===== src/hdl/mpp_pkg.sv =====
// shared types and constants of the mirror padding block
package mpp_pkg;

  // configuration register file
  localparam int unsigned CFG_BITS = 9;
  localparam int unsigned CFG_IDX_BITS = 3;

  localparam logic [CFG_IDX_BITS-1:0] REG_PLANE_WIDTH  = 3'd0;
  localparam logic [CFG_IDX_BITS-1:0] REG_PLANE_HEIGHT = 3'd1;
  localparam logic [CFG_IDX_BITS-1:0] REG_PAD_TOP      = 3'd2;
  localparam logic [CFG_IDX_BITS-1:0] REG_PAD_BOTTOM   = 3'd3;
  localparam logic [CFG_IDX_BITS-1:0] REG_PAD_BEFORE   = 3'd4;
  localparam logic [CFG_IDX_BITS-1:0] REG_PAD_AFTER    = 3'd5;

  localparam logic [CFG_BITS-1:0] RESET_SIZE = 9'd256;

  // commands
  localparam logic CMD_LOAD  = 1'b0;
  localparam logic CMD_FETCH = 1'b1;

  // padded dimensions reach 3 * 511, sizes and pads stay within the register width
  localparam int unsigned TOT_BITS = 11;

  typedef struct packed {
    logic [CFG_BITS-1:0] w;
    logic [CFG_BITS-1:0] h;
    logic [CFG_BITS-1:0] pt;
    logic [CFG_BITS-1:0] pb;
    logic [CFG_BITS-1:0] pl;
    logic [CFG_BITS-1:0] pr;
    logic [TOT_BITS-1:0] tot_w;
    logic [TOT_BITS-1:0] tot_h;
  } geom_t;

endpackage


===== src/hdl/mpp_cfg.sv =====
// configuration registers and the clamped plane geometry derived from them
module mpp_cfg import mpp_pkg::*; #(
  parameter int unsigned MAX_WIDTH  = 256,
  parameter int unsigned MAX_HEIGHT = 256
) (
  input  logic                    clk_i,
  input  logic                    rst_ni,
  input  logic                    cfg_we_i,
  input  logic [CFG_IDX_BITS-1:0] cfg_index_i,
  input  logic [CFG_BITS-1:0]     cfg_data_i,
  output geom_t                   geom_o
);

  localparam int unsigned WCAP = (MAX_WIDTH > 511) ? 511 : MAX_WIDTH;
  localparam int unsigned HCAP = (MAX_HEIGHT > 511) ? 511 : MAX_HEIGHT;

  logic [CFG_BITS-1:0] width_q, height_q, top_q, bottom_q, before_q, after_q;
  logic [CFG_BITS-1:0] w, h, pt, pb, pl, pr;

  always_ff @(posedge clk_i or negedge rst_ni) begin
    if (!rst_ni) begin
      width_q  <= RESET_SIZE;
      height_q <= RESET_SIZE;
      top_q    <= '0;
      bottom_q <= '0;
      before_q <= '0;
      after_q  <= '0;
    end else if (cfg_we_i) begin
      case (cfg_index_i)
        REG_PLANE_WIDTH:  width_q  <= cfg_data_i;
        REG_PLANE_HEIGHT: height_q <= cfg_data_i;
        REG_PAD_TOP:      top_q    <= cfg_data_i;
        REG_PAD_BOTTOM:   bottom_q <= cfg_data_i;
        REG_PAD_BEFORE:   before_q <= cfg_data_i;
        REG_PAD_AFTER:    after_q  <= cfg_data_i;
        default: ;
      endcase
    end
  end

  // zero acts as one, oversize saturates, pads clamp to the size
  always_comb begin
    if (width_q == '0) w = CFG_BITS'(1);
    else if (width_q > CFG_BITS'(WCAP)) w = CFG_BITS'(WCAP);
    else w = width_q;
    if (height_q == '0) h = CFG_BITS'(1);
    else if (height_q > CFG_BITS'(HCAP)) h = CFG_BITS'(HCAP);
    else h = height_q;
    pt = (top_q > h) ? h : top_q;
    pb = (bottom_q > h) ? h : bottom_q;
    pl = (before_q > w) ? w : before_q;
    pr = (after_q > w) ? w : after_q;
  end

  assign geom_o.w     = w;
  assign geom_o.h     = h;
  assign geom_o.pt    = pt;
  assign geom_o.pb    = pb;
  assign geom_o.pl    = pl;
  assign geom_o.pr    = pr;
  assign geom_o.tot_w = TOT_BITS'(w) + TOT_BITS'(pl) + TOT_BITS'(pr);
  assign geom_o.tot_h = TOT_BITS'(h) + TOT_BITS'(pt) + TOT_BITS'(pb);

endmodule


===== config.mk =====
export PLATFORM = sky130hd
export DESIGN_NAME = mpp_cfg
export DESIGN_NICKNAME = d
export VERILOG_FILES = /design/src/hdl/mpp_pkg.sv /design/src/hdl/mpp_cfg.sv
export SDC_FILE = /design/constraint.sdc
export NUM_CORES = 1
export LEC_CHECK = 0
export ABC_AREA = 1
export BUFFER_PORTS_ARGS = -buffer_cell sky130_fd_sc_hd__buf_2
export CAP_MARGIN = 5
export CORE_MARGIN = 2
export CORE_UTILIZATION = 40
export CTS_CLUSTER_DIAMETER = 100
export DETAILED_ROUTE_END_ITERATION = 7
export GPL_TIMING_DRIVEN = 0
export PLACE_DENSITY = 0.66
export SETUP_SLACK_MARGIN = 0.3
export SKIP_CTS_REPAIR_TIMING = 1
export SLEW_MARGIN = 20
export SYNTH_ARGS = -nofsm -noshare
export SYNTH_HDL_FRONTEND = slang
export SYNTH_SLANG_ARGS = --single-unit

===== constraint.sdc =====
create_clock -name clk_i -period 4.53 [get_ports clk_i]
set_clock_uncertainty 0.1 [all_clocks]
set_input_delay 0.453 -clock clk_i [delete_from_list [all_inputs] [get_ports clk_i]]
set_output_delay 0.453 -clock clk_i [all_outputs]
set_load 0.02 [all_outputs]

==> flow_metrics.py <==
metrics = {
    "timing": {
        "hold_violations": 0,
        "min_period_ns": 4.81,
        "final_max_slew_viol_count": 0,
        "worst_slew_pin_slew_ns": 0.691,
        "finalCritPeriodShare_pct": 106,
        "rsz0062_at_grt": "yes",
        "relSlewSlack_pct": 53.9,
        "setup_viol": 13,
        "fmax_mhz": 208,
        "worst_slack_ns": -0.282,
    },
    "placed_design": {
        "gp_congestion": 0.899,
        "numPortBuffers": 90,
        "dp_hpwl_um": 11900,
    },
    "critical_path": {
        "endpoint_kind": "output pin",
        "worstReg2RegEnd": "width_q[8]$_DFFE_PN1P_",
        "arrival_ns": 4.26,
        "worstRegToRegCells": 2,
        "cp.required_ns": 3.98,
        "crit_start": "width_q[7]$_DFFE_PN0P_",
        "start_kind": "flop",
        "critPathCapture": "geom_o[18]",
        "path_max_fanout": 7,
        "timing.rr.start": "width_q[8]$_DFFE_PN1P_",
        "reg2reg_slack_ns": 3.55,
        "worstSetupPathType": "reg2out",
    },
    "synthesis": {
        "synth_area_leaders": "dfrtp_1, nand2_1, ha_1, inv_1, fa_1",
        "ys_async_sr_fraction_pct": 100,
        "synth_area_per_cell_um2": 6.91,
        "syn-num-nets": 882,
        "synth_warnings": 0,
        "ys_types": 32,
        "synth_ff_type": "dfrtp_1",
        "ys_seq_elements": 54,
        "yosysTopAreaCell": "dfrtp_1",
        "synthCells": 795,
        "yosysSeqAreaShare_pct": 24.7,
        "yosysMostFrequentCell": "nand2_1",
        "synthTopCellsByCount": "nand2_1, inv_1, nand3_1, o21ai_0",
        "synth_edf_count": 0,
        "synth_area_um2": 5490,
        "synth_top_area_share_pct": 23.7,
    },
    "detailed_routing": {
        "initialDrtViolationCount": 495,
        "ant_nets": 0,
        "dr_total_vias": 5930,
        "drt_drc_violations_left": 0,
        "wire_per_inst_um": 15.9,
        "avgViaCountPerCell": 5.14,
        "drt-total-wl_um": 18300,
        "drtPass1Iterations": 5,
    },
    "floorplan": {
        "start_util_pct": 41.1,
        "die_x_um": 121,
        "ios": 91,
        "core.rowCount": 42,
        "dieArea_um2": 14700,
        "core_um2": 13300,
        "die_h_um": 121,
    },
    "final_layout": {
        "utilization_pct": 61.9,
        "n_antenna_cell": 0,
        "fin_nets": 1063,
        "layout-drive-gt1-share_pct": 41.5,
        "syn_to_final_growth_pct": 50.5,
    },
    "grt": {
        "grt_pass1_wl_um": 24600,
        "track_usage_pct": 21.0,
        "overflow": 0,
        "grt_pass1_vias": 4899,
        "grt_start_max_net_pins": 55,
        "antenna_found_initial": 0,
    },
    "clocking": {
        "path_clk_slew_ns": 0.07,
        "ctsHtreeMaxLevel": 2,
        "cts_max_path_buffers": 2,
        "root_buffer": "clkbuf_16",
        "numCtsBuffers": 5,
        "clk_latency_ns": 0.29,
        "cts_sinks": 54,
        "cts_tree": "done",
    },
    "min_path": {
        "worst_hold_path_type": "in2async",
    },
    "status": {
        "violations": "negative setup slack",
        "outcome": "complete, but fails checks",
    },
    "flow_run": {
        "max_cap_viol_count": 0,
    },
}
flip-flops by register name, summed over array words and instances (netlist names):
name,cells
top_q,9
bottom_q,9
after_q,9
width_q,9
height_q,9
before_q,9
per-layer routing:
layer	vias to the layer above	routed length [µm]	GRT usage, %
li1	2867	-	-
met1	2802	7800	31.5
met2	217	8940	32.9
met3	44	1120	2.54
met4	0	443	3.81
met5	-	0	0
layout make-up:
cell class                      count  area [µm²]
Clock inverter                      2        38.8
Clock buffer                        6         139
Inverter                          129         493
Buffer                             20         171
Timing Repair Buffer              174        1250
Tap cell                          176         220
Sequential cell                    54        1360
Fill cell                        1117        5080
Multi-Input combinational cell    592        4590
layout by cell type (no fill, tap or decap), types with 12 or more instances in the layout:
cell type / n
a21oi_1: 12
buf_2: 73
buf_4: 75
buf_6: 30
dfrtp_1: 47
fa_1: 17
ha_1: 20
ha_4: 32
inv_1: 103
inv_2: 23
nand2_1: 217
nand2_2: 45
nand2_4: 20
nand3_1: 62
nand3_2: 17
nor2_1: 16
o21ai_0: 55
metrics by stage:
step                      setup WS (ns)  std cells  TNS [ns]  cell area [µm²]  hold WS [ns]
after floorplan                   0.242        795         0             5650        0.0574
after global placement           -0.215       1061    -0.679             6320         0.400
after detailed placement         -0.279       1061    -0.945             6320         0.414
after CTS                        -0.594       1069     -5.32             6500         0.128
after global routing             -0.463       1153     -4.15             8260         0.160
final                            -0.282       1153     -1.57             8260         0.104
worst min-delay path by stage:
stage / startpoint / endpoint / slack (ns)
6_report: rst_ni / top_q[0]$_DFFE_PN0P_ / 0.10
5_1_grt: rst_ni / top_q[2]$_DFFE_PN0P_ / 0.16
4_1_cts: rst_ni / width_q[2]$_DFFE_PN0P_ / 0.13
3_5_place_dp: width_q[3]$_DFFE_PN0P_ / width_q[3]$_DFFE_PN0P_ / 0.41
3_3_place_gp: height_q[2]$_DFFE_PN0P_ / height_q[2]$_DFFE_PN0P_ / 0.40
2_1_floorplan: rst_ni / after_q[0]$_DFFE_PN0P_ / 0.06
kinds of logic after synthesis:
group / count (synthesis) / share of synthesized area, %
flip-flops: 54 / 24.7
AO/OA/AOI/OAI: 93 / 9.21
adder cells (fa/ha/maj): 72 / 19.1
buffers and inverters: 149 / 11.3
AND/OR/NAND/NOR: 416 / 34.0
XOR/XNOR: 11 / 1.75
critical path: stages (launching register included):
cell	delay (ns)
dfrtp_2	0.45
nor2_2	0.12
nand2_2	0.10
o21ai_4	0.17
buf_12	0.18
nand2_8	0.09
ha_4	0.29
nand2_4	0.05
nor2_4	0.15
nand2_1	0.11
nand3_4	0.15
nand2_4	0.07
buf_6	0.13
nand2_2	0.05
nand2_2	0.06
fa_1	0.56
inv_2	0.05
ha_4	0.16
fa_2	0.37
nand3_2	0.08
nand2_2	0.06
nand2_2	0.09
nor2_4	0.05
o21ai_1	0.15
nand2_2	0.07
buf_4	0.15
Power is left out: the tool's default activity adds up to more than one toggle a clock period on the data nets, which glitch-free logic cannot reach.
