## src/hdl/mpp_pkg.sv

```systemverilog
// shared types and constants of the mirror padding block
package mpp_pkg;

  // configuration register file
  localparam int unsigned CFG_BITS = 9;
  localparam int unsigned CFG_IDX_BITS = 3;

  localparam logic [CFG_IDX_BITS-1:0] REG_PLANE_WIDTH  = 3'd0;
  localparam logic [CFG_IDX_BITS-1:0] REG_PLANE_HEIGHT = 3'd1;
  localparam logic [CFG_IDX_BITS-1:0] REG_PAD_TOP      = 3'd2;
  localparam logic [CFG_IDX_BITS-1:0] REG_PAD_BOTTOM   = 3'd3;
  localparam logic [CFG_IDX_BITS-1:0] REG_PAD_BEFORE   = 3'd4;
  localparam logic [CFG_IDX_BITS-1:0] REG_PAD_AFTER    = 3'd5;

  localparam logic [CFG_BITS-1:0] RESET_SIZE = 9'd256;

  // commands
  localparam logic CMD_LOAD  = 1'b0;
  localparam logic CMD_FETCH = 1'b1;

  // padded dimensions reach 3 * 511, sizes and pads stay within the register width
  localparam int unsigned TOT_BITS = 11;

  typedef struct packed {
    logic [CFG_BITS-1:0] w;
    logic [CFG_BITS-1:0] h;
    logic [CFG_BITS-1:0] pt;
    logic [CFG_BITS-1:0] pb;
    logic [CFG_BITS-1:0] pl;
    logic [CFG_BITS-1:0] pr;
    logic [TOT_BITS-1:0] tot_w;
    logic [TOT_BITS-1:0] tot_h;
  } geom_t;

endpackage

```

## src/hdl/mpp_addr.sv

```systemverilog
// load and fetch position counters and the mirrored store address
module mpp_addr import mpp_pkg::*; #(
  parameter int unsigned MAX_WIDTH  = 256,
  parameter int unsigned MAX_HEIGHT = 256,
  parameter int unsigned CW         = $clog2(MAX_WIDTH),
  parameter int unsigned RW         = $clog2(MAX_HEIGHT)
) (
  input  logic          clk_i,
  input  logic          rst_ni,
  input  geom_t         geom_i,
  input  logic          load_i,
  input  logic          fetch_i,
  output logic [RW-1:0] load_row_o,
  output logic [CW-1:0] load_col_o,
  output logic [RW-1:0] fetch_row_o,
  output logic [CW-1:0] fetch_col_o,
  output logic          plane_end_o
);

  function automatic logic [CFG_BITS-1:0] mirror(input logic [TOT_BITS-1:0] i,
                                                 input logic [CFG_BITS-1:0] lead,
                                                 input logic [CFG_BITS-1:0] size);
    logic [TOT_BITS-1:0] b, s, r;
    b = TOT_BITS'(lead);
    s = TOT_BITS'(size);
    if (i < b) r = b - TOT_BITS'(1) - i;
    else if (i < b + s) r = i - b;
    else r = (s << 1) + b - TOT_BITS'(1) - i;
    return CFG_BITS'(r);
  endfunction

  logic [CFG_BITS-1:0] lrow_q, lcol_q, lrow_d, lcol_d, lrow, lcol;
  logic [TOT_BITS-1:0] orow_q, ocol_q, orow_d, ocol_d, orow, ocol;
  logic                lcol_wrap, ocol_wrap, orow_last;
  logic [CFG_BITS-1:0] src_row, src_col;

  // stale positions restart at the origin
  always_comb begin
    lcol = (lcol_q >= geom_i.w) ? '0 : lcol_q;
    lrow = (lrow_q >= geom_i.h) ? '0 : lrow_q;
    ocol = (ocol_q >= geom_i.tot_w) ? '0 : ocol_q;
    orow = (orow_q >= geom_i.tot_h) ? '0 : orow_q;

    lcol_wrap = (lcol == geom_i.w - CFG_BITS'(1));
    lcol_d    = lcol_wrap ? '0 : lcol + CFG_BITS'(1);
    if (!lcol_wrap) lrow_d = lrow;
    else if (lrow == geom_i.h - CFG_BITS'(1)) lrow_d = '0;
    else lrow_d = lrow + CFG_BITS'(1);

    ocol_wrap = (ocol == geom_i.tot_w - TOT_BITS'(1));
    orow_last = (orow == geom_i.tot_h - TOT_BITS'(1));
    ocol_d    = ocol_wrap ? '0 : ocol + TOT_BITS'(1);
    if (!ocol_wrap) orow_d = orow;
    else if (orow_last) orow_d = '0;
    else orow_d = orow + TOT_BITS'(1);

    src_row = mirror(orow, geom_i.pt, geom_i.h);
    src_col = mirror(ocol, geom_i.pl, geom_i.w);
  end

  always_ff @(posedge clk_i or negedge rst_ni) begin
    if (!rst_ni) begin
      lrow_q <= '0;
      lcol_q <= '0;
      orow_q <= '0;
      ocol_q <= '0;
    end else begin
      if (load_i) begin
        lrow_q <= lrow_d;
        lcol_q <= lcol_d;
      end
      if (fetch_i) begin
        orow_q <= orow_d;
        ocol_q <= ocol_d;
      end
    end
  end

  assign load_row_o  = RW'(lrow);
  assign load_col_o  = CW'(lcol);
  assign fetch_row_o = RW'(src_row);
  assign fetch_col_o = CW'(src_col);
  assign plane_end_o = orow_last && ocol_wrap;

endmodule

```

## config.mk

```make
export PLATFORM = sky130hd
export DESIGN_NAME = mpp_addr
export DESIGN_NICKNAME = d
export VERILOG_FILES = /design/src/hdl/mpp_pkg.sv /design/src/hdl/mpp_addr.sv
export SDC_FILE = /design/constraint.sdc
export NUM_CORES = 1
export LEC_CHECK = 0
export ABC_AREA = 1
export BUFFER_PORTS_ARGS = -buffer_cell sky130_fd_sc_hd__buf_2
export CAP_MARGIN = 10
export CORE_MARGIN = 2
export CORE_UTILIZATION = 25
export CTS_BUF_LIST = sky130_fd_sc_hd__clkbuf_8
export DETAILED_ROUTE_END_ITERATION = 7
export GPL_TIMING_DRIVEN = 0
export HOLD_SLACK_MARGIN = 0.08
export SYNTH_ARGS = -nofsm -noshare
export SYNTH_HDL_FRONTEND = slang
export SYNTH_SLANG_ARGS = --single-unit
```

## constraint.sdc

```tcl
create_clock -name clk_i -period 5.05 [get_ports clk_i]
set_input_delay 1.01 -clock clk_i [delete_from_list [all_inputs] [get_ports clk_i]]
set_output_delay 1.01 -clock clk_i [all_outputs]
set_load 0.01 [all_outputs]
```

==> impl_metrics.csv, run 1 <==
group,metric,value,unit
clock_tree,clk_pin_slew,90,ps
drt,drcViolationCount,0,
placement,placed_area,0.00996,sq mm
critical_path,crit_type,"input pin to output pin",
clock_tree,cts_buffers,5,
yosys,netlist_area,0.00889,sq mm
grt,busiest_layer,"met2",
status,violations,"setup timing",
die,die_w,193,microns
sta,maxSlewHeadroom,31.6,%
yosys,synth_async_sr_flop_share,100,%
sta,finalCriticalPeriod,5250,ps
die,design.core.area,0.0353,sq mm
drt,drt_iter0_markers,574,
die,die_h,193,microns
clock_tree,clockRootBuffer,"clkbuf_8",
clock_tree,hold_buffers,0,
yosys,synthCells,1422,
sta,layout_setup_ws,-199,ps
clock_tree,clockBufferDepth,2,
clock_tree,insertion_delay,300,ps
die,start_util,25.2,%
power,p_per_area,240,mW/mm^2
sta,tns,-558,ps
cells_and_area,seq_area,0.00100,sq mm
critical_path,worst_ep_arrival_time,4240,ps
die,rows,69,
sta,finalCritPeriodShare,104,%
sta,hold_violations,0,
clock_tree,cts.sinks,40,
drt,viasPerCell,4.75,
sta,worst_pin_slew,1030,ps
placement,port_buffers,94,
critical_path,cp_num_cells,25,
power,vdd_ir_drop_max,148,uV
clock_tree,cts_tree,"done",
cells_and_area,nets,1829,
critical_path,crit_path_start_kind,"input pin",
cells_and_area,syn_to_final_growth,36.3,%
critical_path,cp_slowest_stage_delay,490,ps
drt,routed-via-count,9823,
placement,dp_cells,1977,
cells_and_area,drive_gt1_share,27.8,%
cells_and_area,fill_cells,3718,
critical_path,cp_top_family,"simple AND/OR/NAND/NOR gates",
clock_tree,h-tree-depth,2,
critical_path,r2r_cells,19,
yosys,ys_ff_latch,40,
critical_path,worst-path-buf-inv,6,
sta,rsz0062_at_grt,"yes",
grt,grt_overflow,0,
drt,wire_per_inst,14.2,microns
yosys,synth_seq_area_share,11.3,%
yosys,syn_avg_cell_area,6.26,sq um
sta,max_freq,191,MHz
yosys,synth_nets,1646,
drt,ant_nets,0,
sta,hold_ws,528,ps
drt,wl,29400,microns
drt,dr.pass1.iters,5,
flow_run,cap_violations,0,
grt,antenna_found_initial,1,
critical_path,crit_slowest_cell,"fa_1",
critical_path,required,4040,ps
die,die_area,0.0371,sq mm
yosys,ys_types,49,
yosys,ys_warn_count,0,
critical_path,end_kind,"output pin",
yosys,ys.flop_type,"dfrtp_1",
critical_path,cpMostUsedCell,"nand2_1",
cells_and_area,final_design_area_no_fill,0.0121,sq mm
power,power,0.00290,W
grt,grt_max_degree,41,
grt,gr-usage-met3,1.31,%
yosys,synth-edff-count,0,
sta,finalMaxSlewViolations,0,
grt,grt_use_met1,20.5,%
cells_and_area,fin_cells,2068,
power,leakagePower,6.18,nW
worst_hold_path,min_path_cells,2,
grt,grtUsageTotal,15.3,%
critical_path,worstPathMaxFanout,5,
worst_hold_path,hp-class,"flip-flop to flip-flop",
grt,grt_pass1_wl,46000,microns
placement,gp_congestion,0.905,
grt,met2_usage,26.4,%
die,io-pin-count,113,
cells_and_area,multi_input_area,0.00807,sq mm
sta,finalClockSkew,7.46,ps
grt,grt_pass1_vias,9295,
placement,hpwl,22400,microns
status,status,"complete, but fails checks",
sta,setup_viol,4,
kinds of logic (layout without fill, tap and decap cells):
kind of cell	after synthesis	in the layout	synth area share [%]
AOI/OAI and AO/OA	126	126	8.13
xor gates and xnor gates	86	86	8.55
adders and majority gates	144	144	21.8
buffers and inverters	246	430	10.9
DFF	40	40	11.3
other	0	1	0
and+or+nand+nor	780	780	39.3
stage by stage:
step / worst slack (ps) / utilization [%]
6_report: -199 / 34.3
5_1_grt: -374 / 34.3
4_1_cts: -241 / 31.4
3_5_place_dp: -597 / 28.2
3_3_place_gp: -566 / 28.2
2_1_floorplan: 15.4 / -
power by group:
group / leakage [nW] / switching (W) / internal (W)
Sequential: 0.534 / 0.0000898 / 0.000370
Combinational: 5.56 / 0.00118 / 0.000892
Clock: 0.0784 / 0.000126 / 0.000247
worst reg2reg max path, delay by kind of cell, from the launching register on:
| family | cells | cell delay, ps |
|---|---|---|
| AND/OR/NAND/NOR | 14 | 1410 |
| flip-flops | 1 | 650 |
| adder cells (fa/ha/maj) | 2 | 590 |
| buffers and inverters | 3 | 470 |
path summary, 6_finish.rpt:
path / start / to / slack, ps
min: lrow_q[0]$_DFFE_PN0P_ / lrow_q[0]$_DFFE_PN0P_ / 530
max: geom_i[17] / fetch_col_o[7] / -200
max in group asynchronous: rst_ni / ocol_q[2]$_DFFE_PN0P_ / 3530
min reg2reg: lrow_q[0]$_DFFE_PN0P_ / lrow_q[0]$_DFFE_PN0P_ / 530
min in group asynchronous: rst_ni / lrow_q[6]$_DFFE_PN0P_ / 850
max reg2reg: orow_q[2]$_DFFE_PN0P_ / orow_q[8]$_DFFE_PN0P_ / 1880
flip-flops by register name (all words and copies together) (netlist names):
| register | cells |
|---|---|
| lcol_q | 9 |
| lrow_q | 9 |
| ocol_q | 11 |
| orow_q | 11 |
cell usage after synthesis, types with 3 or more instances:
cell | instances | area (sq um)
nand2_4 | 9 | 101
o21ai_0 | 21 | 105
inv_1 | 207 | 777
o21ai_1 | 9 | 45.0
xor2_1 | 61 | 534
a21oi_1 | 53 | 265
nand3b_1 | 13 | 97.6
buf_4 | 4 | 30.0
ha_1 | 126 | 1580
clkinv_1 | 3 | 11.3
nor2_1 | 116 | 435
nor2_4 | 4 | 45.0
nand3_1 | 119 | 596
clkbuf_1 | 3 | 11.3
inv_2 | 22 | 82.6
nor2_2 | 11 | 68.8
a31oi_1 | 5 | 31.3
nor3_1 | 10 | 50.1
o22ai_1 | 11 | 68.8
fa_1 | 18 | 360
xnor2_1 | 24 | 210
nand2_1 | 429 | 1610
a21o_1 | 4 | 30.0
nand3_2 | 6 | 60.1
dfrtp_1 | 40 | 1000
a211oi_1 | 4 | 30.0
buf_2 | 3 | 15.0
nand4_1 | 34 | 213
nand2_2 | 18 | 113
o21bai_1 | 9 | 67.6
what timing repair did:
action,in CTS,in global routing
setup buffers,38,45
setup endpoints to repair,16,16
gates resized for setup,140,155
pin swaps,54,66
cloned,0,1
area by class of cell:
class / count / share of cell area [%]
diodes: 1 / 0.0206
plain buffers: 13 / 1.02
clock buffers: 5 / 0.568
clock inverters: 3 / 0.743
inverters: 232 / 7.62
multi-input cells: 1136 / 66.6
flip-flops and latches: 40 / 8.26
well taps: 461 / 4.76
repair buffers: 177 / 10.4
placed cells by master (no fill, tap or decap), types with 40 or more instances in the layout:
| master | count |
|---|---|
| buf_2 | 79 |
| buf_4 | 78 |
| dfrtp_1 | 40 |
| ha_1 | 81 |
| ha_4 | 42 |
| inv_1 | 177 |
| nand2_1 | 402 |
| nand3_1 | 102 |
| nor2_1 | 105 |
| xor2_1 | 59 |
metal layers:
layer	vias up	part of all wire, %
met5	-	0
met4	0	2.2
met3	50	4.2
met2	260	48
met1	4589	46
li1	4924	-
No activity file was read; power rests on OpenSTA's default activity.
==> inputs of run 2 (changes only) <==
- CAP_MARGIN: 10 -> unset
- CORE_MARGIN: 2 -> 4
- clock period: 5.05 -> 5.75 ns (I/O delays scaled with it)
==> run 2 against run 1 <==
Against the previous run:
- the flow now finishes without violations
- power decreased by 19%
- combinational power fell by 21%
- via count shrank 3.6%
- sequential share of layout area grew 0.66 points
- sequential power decreased by 13%
- sequential cell count unchanged
- critical path type unchanged
==> impl_metrics.csv, run 2 (same netlist as run 1, synthesis figures left out) <==
group,metric,value,unit
clock_tree,cts_buffers,5,
cells_and_area,syn_to_final_growth,26.1,%
sta,layout_setup_ws,63.1,ps
sta,setup_viol,0,
placement,pre_cts_ws,-316,ps
power,power_frac_seq,16.9,%
drt,drcViolationCount,0,
worst_hold_path,hp-class,"flip-flop to flip-flop",
power,clockPowerShare,14.0,%
flow_run,cap_violations,0,
power,p_per_area,211,mW/mm^2
drt,wl,28100,microns
power,power,0.00236,W
sta,finalClockSkew,5.81,ps
sta,rsz0062_at_grt,"yes",
die,rows,68,
drt,wire_per_inst,13.8,microns
critical_path,crit_type,"input pin to output pin",
clock_tree,clockBufferDepth,2,
sta,hold_ws,532,ps
cells_and_area,num_antenna_cells,0,
drt,ant_nets,0,
drt,viasPerCell,4.66,
power,leakagePower,5.95,nW
clock_tree,h-tree-depth,2,
clock_tree,clockRootBuffer,"clkbuf_8",
die,die_area,0.0387,sq mm
placement,hpwl,22700,microns
grt,grt_pass1_vias,8798,
cells_and_area,nets,1797,
cells_and_area,final_design_area_no_fill,0.0112,sq mm
die,die_h,197,microns
sta,finalCritPeriodShare,98.9,%
power,swShare,48.2,%
grt,grt_overflow,0,
sta,max_freq,176,MHz
cells_and_area,mostFrequentLayoutCell,"nand2_1",
sta,worst_pin_slew,994,ps
critical_path,worst_ep_arrival_time,4540,ps
clock_tree,cts.sinks,40,
drt,dr.pass1.iters,7,
grt,grtUsageTotal,13.7,%
grt,antenna_found_initial,0,
critical_path,worstPathMaxFanout,6,
power,pwr-share-comb,69.1,%
clock_tree,insertion_delay,300,ps
power,p_sw,0.00114,W
cells_and_area,layout_common_cells,"408 x nand2_1, 187 x inv_1, 113 x nand3_1",
sta,hold_violations,0,
critical_path,required,4600,ps
sta,finalMaxSlewViolations,0,
cells_and_area,seq_area,0.00100,sq mm
die,design.core.area,0.0348,sq mm
cells_and_area,largestRegisters,"ocol_q: 11 flops, orow_q: 11 flops",
sta,maxSlewHeadroom,33.7,%
status,status,"completed",
cells_and_area,multi_input_area,0.00755,sq mm
cells_and_area,drive_gt1_share,21.5,%
clock_tree,cts_tree,"done",
die,die_w,197,microns
placement,port_buffers,94,
critical_path,end_kind,"output pin",
drt,routed-via-count,9465,
drt,drt_iter0_markers,535,
grt,grt_pass1_wl,44200,microns
sta,finalCriticalPeriod,5690,ps
die,io-pin-count,113,
die,start_util,25.6,%
cells_and_area,fill_cells,3709,
grt,grt_max_degree,41,
power,vdd_ir_drop_max,160,uV
power,p_int,0.00122,W
clock_tree,clk_pin_slew,90,ps
critical_path,crit_path_start_kind,"input pin",
placement,placed_area,0.00993,sq mm
placement,gp_congestion,0.909,
run 2: changes by cell type in the layout (fill, tap and decap cells not counted), moves of 12 or more:
cell,delta
a21oi_1,+13
a21oi_2,-12
buf_4,-23
buf_6,-13
ha_1,+19
ha_4,-18
run 2: final timing paths:
check	from	end	slack, ps	cells past startpoint
worst max-delay path	geom_i[16]	fetch_col_o[7]	60	25
min in group asynchronous	rst_ni	lrow_q[8]$_DFFE_PN0P_	990	1
worst min register to register	lrow_q[0]$_DFFE_PN0P_	lrow_q[0]$_DFFE_PN0P_	530	2
worst min-delay path	lrow_q[0]$_DFFE_PN0P_	lrow_q[0]$_DFFE_PN0P_	530	2
worst max register to register	orow_q[2]$_DFFE_PN0P_	orow_q[3]$_DFFE_PN0P_	2630	21
max in group asynchronous	rst_ni	ocol_q[9]$_DFFE_PN0P_	4120	1
run 2: layout make-up:
cell class	instances	area share (%)
flip-flops and latches	40	8.92
repair buffers	144	8.20
plain buffers	14	1.06
well taps	455	5.07
clock buffers	5	0.613
inverters	232	8.07
multi-input cells	1136	67.3
clock inverters	3	0.803
run 2: routing by layer:
layer	vias to the layer above	wire length, microns	global-route usage, %	part of all wire, %
met5	-	0	0	0
met4	0	351	1.49	1.2
met3	28	1090	1.25	3.9
met2	223	13300	23.6	47
met1	4354	13300	19.2	47
li1	4860	-	-	-
run 2: power groups by stage:
| stage | logic [W] | registers (W) | clock network, W |
|---|---|---|---|
| finish | 0.00163 | 0.000400 | 0.000330 |
| detailed placement | 0.00138 | 0.000388 | 0 |
| CTS | 0.00144 | 0.000386 | 0.000336 |
| global placement | 0.00136 | 0.000387 | 0 |
| floorplan | 0.00102 | 0.000368 | 0 |
| global route | 0.00184 | 0.000407 | 0.000347 |
run 2: what timing repair did:
action                     in CTS  in global routing
hold buffers                    0                  0
setup endpoints to repair       4                 16
setup buffers                   8                 42
resized for setup              27                136
pin swaps                       5                 68
run 2: critical path: stages:
cell and delay [ps]:
buf_4 130, inv_4 60, ha_4 190, nand2_4 70, nor2_4 40, nand2_2 70
inv_2 40, nand2_2 50, nand2_2 70, nor2_4 130, buf_12 140, nand2_8 70
fa_1 520, ha_4 200, fa_2 400, nand3_2 80, and2_4 140, inv_2 40
a21oi_2 150, nor2_2 60, or3_1 360, nand3_1 80, nand3_1 70, nand2_1 90
buf_2 140
run 2: through the flow:
| step | std cells | util [%] | TNS [ps] |
|---|---|---|---|
| finish | 2029 | 32.2 | 0 |
| global route | 2029 | 32.2 | -207 |
| CTS | 1987 | 29.6 | -28.2 |
| detailed placement | 1971 | 28.5 | -680 |
| global placement | 1971 | 28.5 | -482 |
| floorplan | 1422 | - | 0 |
==> inputs of run 3 (changes only) <==
- ABC_AREA: 1 -> 0
- MAX_ROUTING_LAYER: unset -> met4
==> run 3 against run 2 <==
Against the previous run:
- the flow now finishes with violations (setup timing)
- power rose by 11%
- die area fell by 4.4%
- count of clock-buffer cells in the layout rose by 2
- register-to-register slack got worse by 690 ps
- via count fell by 3.1%
- final area rose by 2.4%
- critical endpoint is now fetch_row_o[7]
- largest power group unchanged
==> impl_metrics.csv, run 3 <==
group,metric,value,unit
cells_and_area,mostFrequentLayoutCell,"ha_1",
grt,grt_max_degree,41,
die,die_w,192,microns
cells_and_area,syn_to_final_growth,35.2,%
sta,setup_viol,12,
critical_path,required,4600,ps
drt,dr.pass1.iters,5,
power,vdd_ir_drop_max,130,uV
grt,grtUsageTotal,15.3,%
yosys,synth_async_sr_flop_share,100,%
drt,viasPerCell,5.23,
yosys,syn_avg_cell_area,7.60,sq um
critical_path,worst_ep_arrival_time,4730,ps
grt,grt_pass1_wl,45800,microns
sta,hold_violations,0,
critical_path,crit_type,"input pin to output pin",
yosys,synth-edff-count,0,
status,violations,"setup timing",
power,p_sw,0.00124,W
drt,wl,28700,microns
power,p_int,0.00138,W
cells_and_area,largestRegisters,"ocol_q: 11 flops, orow_q: 11 flops",
power,leakagePower,5.10,nW
sta,finalMaxSlewViolations,0,
yosys,synthTopCellsByArea,"ha_1 19%, dfrtp_1 12%, xnor2_1 6.3%",
power,power_frac_seq,16.6,%
grt,antenna_found_initial,0,
sta,layout_setup_ws,-134,ps
critical_path,crit_path_start_kind,"input pin",
placement,hpwl,21400,microns
yosys,netlist_area,0.00849,sq mm
yosys,ys_ff_latch,40,
sta,max_freq,170,MHz
cells_and_area,fill_cells,3549,
drt,wire_per_inst,16.4,microns
power,swShare,47.3,%
drt,routed-via-count,9169,
worst_hold_path,hp-class,"flip-flop to flip-flop",
placement,pre_cts_ws,-1190,ps
clock_tree,cts_buffers,5,
yosys,synth_nets,1341,
yosys,yosysTopAreaCell,"ha_1",
placement,gp_congestion,0.893,
clock_tree,insertion_delay,310,ps
power,pwr-share-comb,75.2,%
die,die_area,0.0370,sq mm
cells_and_area,drive_gt1_share,27.9,%
sta,finalCriticalPeriod,5880,ps
drt,drcViolationCount,0,
die,start_util,25.3,%
cells_and_area,layout_common_cells,"94 x ha_1, 89 x inv_1, 88 x nand2_1",
power,p_per_area,229,mW/mm^2
yosys,ys_types,83,
sta,maxSlewHeadroom,32.9,%
status,status,"complete, but fails checks",
sta,finalCritPeriodShare,102,%
die,design.core.area,0.0335,sq mm
clock_tree,hold_buffers,0,
yosys,ys_warn_count,0,
sta,hold_ws,617,ps
clock_tree,h-tree-depth,2,
clock_tree,cts_tree,"done",
yosys,synthTopCellsByCount,"126 x ha_1, 114 x inv_1, 94 x nand2_1, 69 x a21oi_1, 65 x o21ai_0",
critical_path,end_kind,"output pin",
die,rows,67,
grt,grt_pass1_vias,8945,
critical_path,worstPathMaxFanout,5,
sta,rsz0062_at_grt,"yes",
cells_and_area,num_antenna_cells,0,
yosys,synth_top_area_share,18.6,%
sta,finalClockSkew,5.74,ps
yosys,synthCells,1117,
die,die_h,192,microns
clock_tree,cts.sinks,40,
clock_tree,clockRootBuffer,"clkbuf_8",
drt,ant_nets,0,
clock_tree,clockBufferDepth,2,
placement,port_buffers,94,
cells_and_area,nets,1528,
drt,drt_iter0_markers,578,
power,clockPowerShare,8.3,%
flow_run,cap_violations,0,
clock_tree,clk_pin_slew,80,ps
die,io-pin-count,113,
yosys,yosysMostFrequentCell,"ha_1",
yosys,synth_seq_area_share,11.8,%
yosys,ys.flop_type,"dfrtp_1",
sta,worst_pin_slew,1010,ps
grt,grt_overflow,0,
[run 3: cell types whose count changed after synthesis, moves of 40 or more]
cell / previous run / this run
nor2_1: 116 / 49
xor2_1: 61 / 21
nand3_1: 119 / 43
inv_1: 207 / 114
o21ai_0: 21 / 65
nand2_1: 429 / 94
[run 3: cells by family after synthesis]
logic type               Yosys count  share of synthesized area [%]
adder cells (fa/ha/maj)          147                           23.2
multiplexers                       7                          0.825
AND/OR/NAND/NOR                  360                           22.4
buffers and inverters            159                           7.13
XOR/XNOR                          86                           9.52
AO/OA/AOI/OAI                    318                           25.2
flip-flops                        40                           11.8
[run 3: final timing paths]
check                                       from                    end  slack, ps  cells after the start
setup / recovery                       geom_i[7]         fetch_row_o[7]       -130                     22
hold / removal             orow_q[0]$_DFFE_PN0P_  orow_q[0]$_DFFE_PN0P_        620                      1
setup reg to reg           ocol_q[0]$_DFFE_PN0P_  orow_q[2]$_DFFE_PN0P_       1940                     15
hold reg to reg            orow_q[0]$_DFFE_PN0P_  orow_q[0]$_DFFE_PN0P_        620                      1
max in group asynchronous                 rst_ni  orow_q[3]$_DFFE_PN0P_       4120                      1
min in group asynchronous                 rst_ni  lcol_q[7]$_DFFE_PN0P_        980                      1
[run 3: per-stage QoR]
stage | total power, W | cell area (sq um) | utilization (%) | TNS (ps) | std cells
after global placement | 0.00186 | 9580 | 28.6 | -13220 | 1659
final | 0.00262 | 11500 | 34.2 | -933 | 1752
after global routing | 0.00286 | 11500 | 34.2 | -3710 | 1752
after detailed placement | 0.00188 | 9580 | 28.6 | -13300 | 1659
after floorplan | 0.00145 | 8540 | - | -34.7 | 1117
after CTS | 0.00239 | 10900 | 32.4 | -898 | 1717
[run 3: area by class of cell]
cell class                 count  area, sq um  share of cell area, %
clock buffer                   7         96.3                  0.839
buffer                        37          180                   1.57
multi-input combinational    918         7750                   67.5
sequential                    40         1000                   8.72
timing repair buffer         186         1420                   12.4
tap                          448          561                   4.88
inverter                     116          474                   4.13
[run 3: timing repair]
| item | in CTS | in global routing |
|---|---|---|
| pin swaps | 79 | 66 |
| endpoints found under the setup margin | 16 | 16 |
| buffers inserted | 55 | 37 |
| resized for setup | 183 | 81 |
[run 3: worst max-delay path, cell delays in order]
cell and delay (ps):
buf_8 110, inv_4 60, ha_4 190, nand4_1 150
inv_2 80, a221oi_4 320, clkbuf_8 210, clkbuf_8 120
and2_4 160, inv_4 40, fa_1 460, ha_2 210
fa_2 360, a21o_1 190, a21oi_2 150, o21bai_1 90
a21oi_1 160, xnor2_1 80, nand2_1 60, o21ai_1 50
a21oi_1 160, buf_2 160
[run 3: power by group through the flow]
| stage | logic, W | clock network (W) | registers (W) |
|---|---|---|---|
| after global routing | 0.00218 | 0.000236 | 0.000444 |
| after detailed placement | 0.00145 | 0 | 0.000431 |
| after global placement | 0.00143 | 0 | 0.000430 |
| after CTS | 0.00173 | 0.000225 | 0.000430 |
| after floorplan | 0.00106 | 0 | 0.000391 |
| final | 0.00197 | 0.000217 | 0.000435 |
[run 3: metal layers]
layer / vias to the layer above / routed length [microns] / GRT usage, %
li1: 4462 / - / -
met4: 0 / 561 / 3.35
met3: 49 / 1160 / 1.79
met2: 255 / 14100 / 25.8
met1: 4403 / 12900 / 19.9
met5: - / 0 / -
